**src/rtl/xtea_pkg.sv**
```systemverilog
// Package for the XTEA block cipher: widths, register indexes, state codes,
// the configuration bundle type and the word mixing function. No dependencies.
`default_nettype none

package xtea_pkg;

  localparam int unsigned WordW   = 32;
  localparam int unsigned RoundW  = 8;
  localparam int unsigned CfgIdxW = 3;
  localparam int unsigned KeyN    = 4;

  localparam logic [WordW-1:0]  Delta        = 32'h9E3779B9;
  localparam logic [RoundW-1:0] RoundsReset  = 8'd32;
  localparam logic [WordW+RoundW-1:0] DecSumResetFull =
    (WordW+RoundW)'(Delta) * (WordW+RoundW)'(RoundsReset);
  localparam logic [WordW-1:0]  DecSumReset  = DecSumResetFull[WordW-1:0];

  // Key index selection for the two half-rounds
  localparam int unsigned KeyHiShift = 11;

  // Configuration register indexes
  typedef enum logic [CfgIdxW-1:0] {
    REG_KEY0   = 3'd0,
    REG_KEY1   = 3'd1,
    REG_KEY2   = 3'd2,
    REG_KEY3   = 3'd3,
    REG_ROUNDS = 3'd4
  } cfg_reg_t;

  typedef enum logic {
    ST_IDLE = 1'b0,
    ST_RUN  = 1'b1
  } seq_state_t;

  typedef logic [KeyN-1:0][WordW-1:0] key_words_t;

  // Configuration as seen by the datapath
  typedef struct packed {
    key_words_t        keys;
    logic [RoundW-1:0] rounds;
    logic [WordW-1:0]  dec_sum;
  } cfg_bundle_t;

  function automatic logic [WordW-1:0] mix_word(input logic [WordW-1:0] w);
    mix_word = ((w << 4) ^ (w >> 5)) + w;
  endfunction

endpackage

`default_nettype wire

```
**src/rtl/xtea_block_cipher_top.sv**
```systemverilog
// XTEA block cipher, one 64-bit block per transaction (ECB).
// One half-round of the shared round unit runs per cycle while a block is in
// flight. A new block is taken only once the last one has moved to the output
// register; a finished result waits in the output register while the next
// block is taken.
// Reset (rst_n low, synchronous): keys clear to zero, round_count to 32, idle.
`default_nettype none

module xtea_block_cipher_top (
  input  wire logic                         clk,
  input  wire logic                         rst_n,
  input  wire logic                         cfg_valid,
  output logic                              cfg_ready,
  input  wire logic [xtea_pkg::CfgIdxW-1:0] cfg_index,
  input  wire logic [xtea_pkg::WordW-1:0]   cfg_data,
  input  wire logic                         in_valid,
  output logic                              in_stall,
  input  wire logic                         in_op,
  input  wire logic [xtea_pkg::WordW-1:0]   in_word_first,
  input  wire logic [xtea_pkg::WordW-1:0]   in_word_second,
  output logic                              out_valid,
  input  wire logic                         out_stall,
  output logic      [xtea_pkg::WordW-1:0]   out_out_first,
  output logic      [xtea_pkg::WordW-1:0]   out_out_second
);
  import xtea_pkg::*;

  cfg_bundle_t cfg;

  // Register writes are taken in any cycle
  assign cfg_ready = 1'b1;

  xtea_cfg u_cfg (
    .clk     (clk),
    .rst_n   (rst_n),
    .wr_en   (cfg_valid && cfg_ready),
    .wr_idx  (cfg_index),
    .wr_data (cfg_data),
    .cfg     (cfg)
  );

  xtea_core u_core (
    .clk            (clk),
    .rst_n          (rst_n),
    .cfg            (cfg),
    .in_valid       (in_valid),
    .in_stall       (in_stall),
    .in_op          (in_op),
    .in_word_first  (in_word_first),
    .in_word_second (in_word_second),
    .out_valid      (out_valid),
    .out_stall      (out_stall),
    .out_first      (out_out_first),
    .out_second     (out_out_second)
  );

endmodule

`default_nettype wire

```
**src/rtl/xtea_cfg.sv**
```systemverilog
// Configuration register file: four key words and the round count.
// Also keeps the decryption start sum (delta times rounds). Uses xtea_pkg.
`default_nettype none

module xtea_cfg (
  input  wire logic                         clk,
  input  wire logic                         rst_n,
  input  wire logic                         wr_en,
  input  wire logic [xtea_pkg::CfgIdxW-1:0] wr_idx,
  input  wire logic [xtea_pkg::WordW-1:0]   wr_data,
  output xtea_pkg::cfg_bundle_t             cfg
);
  import xtea_pkg::*;

  key_words_t        key_r;
  logic [RoundW-1:0] rounds_r;
  logic [WordW-1:0]  dec_sum_r;
  logic [WordW+RoundW-1:0] dec_sum_full;

  // Start sum for decryption, registered along with the round count
  assign dec_sum_full = (WordW+RoundW)'(Delta) * (WordW+RoundW)'(wr_data[RoundW-1:0]);

  // Write one register per transaction; unknown indexes are dropped
  always_ff @(posedge clk) begin
    if (!rst_n) begin
      key_r     <= '0;
      rounds_r  <= RoundsReset;
      dec_sum_r <= DecSumReset;
    end else if (wr_en) begin
      unique case (cfg_reg_t'(wr_idx))
        REG_KEY0:   key_r[0] <= wr_data;
        REG_KEY1:   key_r[1] <= wr_data;
        REG_KEY2:   key_r[2] <= wr_data;
        REG_KEY3:   key_r[3] <= wr_data;
        REG_ROUNDS: begin
          rounds_r  <= wr_data[RoundW-1:0];
          dec_sum_r <= dec_sum_full[WordW-1:0];
        end
        default: ;
      endcase
    end
  end

  assign cfg.keys    = key_r;
  assign cfg.rounds  = rounds_r;
  assign cfg.dec_sum = dec_sum_r;

endmodule

`default_nettype wire

```
**src/rtl/xtea_round.sv**
```systemverilog
// Shared XTEA half-round unit: mixes one word, adds the keyed sum and
// updates the other word, for either direction. Uses xtea_pkg.
`default_nettype none

module xtea_round (
  input  wire logic                       dec,
  input  wire logic                       phase,
  input  wire logic [xtea_pkg::WordW-1:0] x,
  input  wire logic [xtea_pkg::WordW-1:0] y,
  input  wire logic [xtea_pkg::WordW-1:0] sum,
  input  wire xtea_pkg::key_words_t       keys,
  output logic      [xtea_pkg::WordW-1:0] x_out,
  output logic      [xtea_pkg::WordW-1:0] y_out
);
  import xtea_pkg::*;

  logic             src_is_x;
  logic [1:0]       key_sel;
  logic [WordW-1:0] src;
  logic [WordW-1:0] dst;
  logic [WordW-1:0] term;
  logic [WordW-1:0] dst_new;

  // Encrypt phase 0 and decrypt phase 1 update x from y with the low key
  // index; the other two update y from x with the index at bit 11
  assign src_is_x = dec ^ phase;
  assign key_sel  = src_is_x ? sum[KeyHiShift +: 2] : sum[1:0];
  assign src      = src_is_x ? x : y;
  assign dst      = src_is_x ? y : x;
  assign term     = mix_word(src) ^ (sum + keys[key_sel]);
  assign dst_new  = dec ? (dst - term) : (dst + term);

  assign x_out = src_is_x ? x : dst_new;
  assign y_out = src_is_x ? dst_new : y;

endmodule

`default_nettype wire

```
**src/rtl/xtea_core.sv**
```systemverilog
// Round sequencer: loads a block, runs the shared half-round unit twice per
// cycle of the cipher and hands the pair to the output register.
// Uses xtea_pkg and xtea_round.
`default_nettype none

module xtea_core (
  input  wire logic                       clk,
  input  wire logic                       rst_n,
  input  wire xtea_pkg::cfg_bundle_t      cfg,
  input  wire logic                       in_valid,
  output logic                            in_stall,
  input  wire logic                       in_op,
  input  wire logic [xtea_pkg::WordW-1:0] in_word_first,
  input  wire logic [xtea_pkg::WordW-1:0] in_word_second,
  output logic                            out_valid,
  input  wire logic                       out_stall,
  output logic      [xtea_pkg::WordW-1:0] out_first,
  output logic      [xtea_pkg::WordW-1:0] out_second
);
  import xtea_pkg::*;

  seq_state_t        state_r, state_nxt;
  logic [WordW-1:0]  x_r, x_nxt;
  logic [WordW-1:0]  y_r, y_nxt;
  logic [WordW-1:0]  sum_r, sum_nxt;
  logic [RoundW-1:0] cnt_r, cnt_nxt;
  logic              phase_r, phase_nxt;
  logic              op_r, op_nxt;
  logic              oval_r, oval_nxt;
  logic [WordW-1:0]  ofirst_r, ofirst_nxt;
  logic [WordW-1:0]  osecond_r, osecond_nxt;
  logic [WordW-1:0]  rx, ry;
  logic              in_take;
  logic              out_free;

  xtea_round u_round (
    .dec   (op_r),
    .phase (phase_r),
    .x     (x_r),
    .y     (y_r),
    .sum   (sum_r),
    .keys  (cfg.keys),
    .x_out (rx),
    .y_out (ry)
  );

  assign in_take  = in_valid && (state_r == ST_IDLE);
  assign out_free = !oval_r || !out_stall;

  // Sequencer: next state, datapath and output register
  always_comb begin
    state_nxt   = state_r;
    x_nxt       = x_r;
    y_nxt       = y_r;
    sum_nxt     = sum_r;
    cnt_nxt     = cnt_r;
    phase_nxt   = phase_r;
    op_nxt      = op_r;
    oval_nxt    = oval_r && out_stall;
    ofirst_nxt  = ofirst_r;
    osecond_nxt = osecond_r;
    unique case (state_r)
      ST_IDLE: begin
        if (in_take) begin
          x_nxt     = in_word_first;
          y_nxt     = in_word_second;
          op_nxt    = in_op;
          sum_nxt   = in_op ? cfg.dec_sum : '0;
          cnt_nxt   = cfg.rounds;
          phase_nxt = 1'b0;
          state_nxt = ST_RUN;
        end
      end
      ST_RUN: begin
        if (cnt_r == '0) begin
          // hold the result until the output register frees up
          if (out_free) begin
            oval_nxt    = 1'b1;
            ofirst_nxt  = x_r;
            osecond_nxt = y_r;
            state_nxt   = ST_IDLE;
          end
        end else begin
          x_nxt     = rx;
          y_nxt     = ry;
          phase_nxt = !phase_r;
          if (!phase_r) begin
            sum_nxt = op_r ? (sum_r - Delta) : (sum_r + Delta);
          end else begin
            cnt_nxt = cnt_r - 1'b1;
          end
        end
      end
      default: state_nxt = ST_IDLE;
    endcase
  end

  // Control state
  always_ff @(posedge clk) begin
    if (!rst_n) begin
      state_r <= ST_IDLE;
      oval_r  <= 1'b0;
    end else begin
      state_r <= state_nxt;
      oval_r  <= oval_nxt;
    end
  end

  // Payload registers
  always_ff @(posedge clk) begin
    x_r       <= x_nxt;
    y_r       <= y_nxt;
    sum_r     <= sum_nxt;
    cnt_r     <= cnt_nxt;
    phase_r   <= phase_nxt;
    op_r      <= op_nxt;
    ofirst_r  <= ofirst_nxt;
    osecond_r <= osecond_nxt;
  end

  assign in_stall   = (state_r != ST_IDLE);
  assign out_valid  = oval_r;
  assign out_first  = ofirst_r;
  assign out_second = osecond_r;

endmodule

`default_nettype wire

```
**config.mk**
```make
export PLATFORM = sky130hd
export DESIGN_NAME = xtea_block_cipher_top
export DESIGN_NICKNAME = d
export VERILOG_FILES = /design/src/rtl/xtea_pkg.sv /design/src/rtl/xtea_block_cipher_top.sv /design/src/rtl/xtea_cfg.sv /design/src/rtl/xtea_round.sv /design/src/rtl/xtea_core.sv
export SDC_FILE = /design/constraint.sdc
export NUM_CORES = 1
export LEC_CHECK = 0
export BUFFER_PORTS_ARGS = -buffer_cell sky130_fd_sc_hd__buf_4
export CAP_MARGIN = 20
export CORE_MARGIN = 3
export CORE_UTILIZATION = 65
export DETAILED_ROUTE_END_ITERATION = 10
export PLACE_DENSITY = 0.92
export SLEW_MARGIN = 30
export SYNTH_ARGS = -nofsm -noshare
export SYNTH_HDL_FRONTEND = slang
export SYNTH_SLANG_ARGS = --single-unit
```
**constraint.sdc**
```tcl
create_clock -name clk -period 17.2 [get_ports clk]
set_input_delay 3.44 -clock clk [delete_from_list [all_inputs] [get_ports clk]]
set_output_delay 3.44 -clock clk [all_outputs]
set_load 0.1 [all_outputs]
```
==> impl_metrics.csv <==
group,metric,value,unit
final_layout,drive_above_1_share,12.5,%
sta,finalHoldViolCount,0,
sta,min_period_over_period,58.3,%
grt,grt_pass1_wl,106000,microns
synthesis,yosys_warnings,0,
clock_tree,clk_latency,0.57,ns
grt,antenna_found_initial,1,
grt,use_met2,54.5,%
clock_tree,hold_buffers,0,
grt,grtUsageMet3,4.99,%
final_layout,area_growth,11.8,%
sta,layout_min_cycle_time,10.03,ns
drt,vias,20700,
sta,relSlewSlack,35.0,%
drt,wire_per_inst,19.9,microns
floorplanning,die_h,201,microns
run_status,run_status,"complete, no violations",
drt,drtIter0Drc,1867,
critical_path,cp-end-kind,"register",
job,drv_cap,0,
clock_tree,cts_root_buffer,"clkbuf_16",
grt,grt.overflow.total,0,
sta,fin_skew,0.0396,ns
floorplanning,coreArea,37000,sq um
floorplanning,rows,70,
clock_tree,post_cts_buffers,0,
synthesis,synth_seq_area_share,34.3,%
final_layout,n_antenna_cell,0,
critical_path,timing_worst_setup_path_type,"reg -> reg",
synthesis,ys_async_sr_fraction,0,%
drt,viasPerCell,6.23,
critical_path,crit_fanout,66,
critical_path,rr_startpoint,"u_core.op_r$_DFFE_PP_",
sta,finalMaxSlewViolations,0,
grt,grt_usage,32.0,%
floorplanning,boundaryPins,172,
sta,final-setup-viol-count,0,
final_layout,nNetsFinal,3152,
clock_tree,cts_sinks,337,
synthesis,synth-seq-cells,337,
sta,tns,0,ns
synthesis,synth_top_area_share,20.7,%
drt,drc_errors,0,
synthesis,yosys.area.top_type,"edfxtp_1",
clock_tree,cts_resized,0,
critical_path,critPathArrivalTime,10.46,ns
clock_tree,htree_levels,2,
hold_path,min_from,"u_cfg.cfg[157]$_SDFFE_PN0P_",
synthesis,synth_area,24600,sq um
clock_tree,clock_path_buffers,3,
drt,firstDrtPassIters,8,
critical_path,critPathMaxStageDelay,0.72,ns
final_layout,n_fill_cell,2656,
grt,grt_max_degree,90,
placed_design,gp_congestion,0.987,
grt,met1_usage,41.7,%
floorplanning,initial_core_util,66.6,%
critical_path,critical_path_required,17.64,ns
sta,rsz0062_at_grt,"no",
synthesis,synth_area_per_cell,9.22,sq um
floorplanning,dieArea,40200,sq um
synthesis,yosysUniqueCellTypes,87,
critical_path,critPathLaunchType,"register",
sta,fmax,99.7,MHz
clock_tree,cts_buffers,36,
drt,antenna_left,0,
hold_path,hold_path_class,"reg -> reg",
sta,tightestPinTransition,0.950,ns
critical_path,cp_slowest_cell,"buf_4",
critical_path,critPathLaunch,"u_core.op_r$_DFFE_PP_",
grt,grt.busiest_layer,"met2",
synthesis,synth-edff-count,170,
drt,wl,66000,microns
synthesis,synth_fp_nets,3031,
clock_tree,clk_pin_slew_worst_paths,0.07,ns
floorplanning,die_w,201,microns
synthesis,synthCells,2668,
synthesis,synth_flop_cell,"edfxtp_1",
synthesis,synth.area.top_cells,"edfxtp_1 21%, dfxtp_1 14%, ha_1 9.8%",
placed_design,portBuffers,170,
clock_tree,cts_tree,"built",
grt,grt_pass1_vias,20700,
placed_design,dp_hpwl,48900,microns
==> synthesized netlist by cell type, drive strengths merged (27+ instances only) <==
master	n
inv	173
xor2	63
nor2	119
nand2	466
edfxtp	170
a21oi	151
a21o	51
clkbuf	89
o21a	31
xnor2	155
ha	192
mux2	50
nand3	43
a21boi	145
fa	66
dfxtp	167
o21ai	165
mux4	32
nor3	27
==> registers in the layout, summed over array words and instances (netlist names), 5 cells and up <==
| register | count |
|---|---|
| u_cfg.cfg | 128 |
| u_cfg.rounds_r | 5 |
| u_cfg.dec_sum_r | 32 |
| u_core.sum_r | 32 |
| u_core.x_r | 32 |
| u_core.out_second | 32 |
| u_core.y_r | 32 |
| u_core.out_first | 32 |
| u_core.cnt_r | 8 |
==> cells in the final DEF (no fill, tap or decap), types with 116 or more instances in the layout <==
cell type and instances:
nand2_1 466, xnor2_1 154, a21oi_1 149, a21boi_0 145, o21ai_0 161, dfxtp_1 166
ha_1 192, buf_4 186, edfxtp_1 170, inv_1 173, nor2_1 116
==> cells by family (layout without fill, tap and decap cells) <==
group / after synthesis / count (layout) / synth area share [%]
AOI/OAI and AO/OA: 685 / 685 / 18.1
other: 1 / 1 / 0.0152
adders and majority gates: 258 / 258 / 15.1
buffers and inverters: 278 / 427 / 4.27
and+or+nand+nor: 787 / 787 / 14.2
DFF: 337 / 337 / 34.3
xor gates and xnor gates: 219 / 219 / 7.85
muxes: 103 / 103 / 6.07
==> cell type report <==
type,count,area (sq um),area share [%]
inverter,174,653,2.37
sequential,337,8450,30.7
timing repair buffer,187,1420,5.18
multi-input combinational,2053,15200,55.2
tap,504,631,2.29
clock inverter,23,214,0.778
clock buffer,43,937,3.41
==> worst paths after layout <==
| check | to | slack (ns) | cells after the start |
|---|---|---|---|
| setup reg to reg | u_core.y_r[31]$_DFFE_PP_ | 7.17 | 29 |
| setup / recovery | u_core.y_r[31]$_DFFE_PP_ | 7.17 | 29 |
| hold / removal | u_cfg.cfg[157]$_SDFFE_PN0P_ | 0.46 | 2 |
| hold reg to reg | u_cfg.cfg[157]$_SDFFE_PN0P_ | 0.46 | 2 |
==> layer usage <==
layer	routed length [microns]	share of wire [%]
met1	26500	40
met2	31700	48
met3	5570	8.4
met4	2160	3.3
met5	13	0.020
==> critical path, delay by kind of cell, from the launching register on <==
kind | cells | cell delay (ns)
AOI/OAI and AO/OA | 11 | 3.67
xor gates and xnor gates | 5 | 1.05
adders and majority gates | 2 | 0.67
buffers and inverters | 4 | 1.87
DFF | 1 | 0.32
muxes | 2 | 0.95
and+or+nand+nor | 5 | 1.38
==> metrics by stage <==
| stage | hold slack [ns] | area (sq um) | utilization [%] | setup slack [ns] | std cells |
|---|---|---|---|---|---|
| final | 0.463 | 27500 | 74.4 | 7.17 | 3321 |
| after global routing | 0.488 | 27500 | 74.4 | 6.61 | 3321 |
| after CTS | 0.467 | 27500 | 74.3 | 7.47 | 3320 |
| after detailed placement | 0.458 | 26300 | 71.2 | 7.48 | 3254 |
| after global placement | 0.447 | 26300 | 71.2 | 7.89 | 3254 |
| after floorplan | 0.440 | 24600 | - | 8.94 | 2668 |
Power is left out: the tool's default activity adds up to more than one toggle a clock period on the data nets, which glitch-free logic cannot reach.
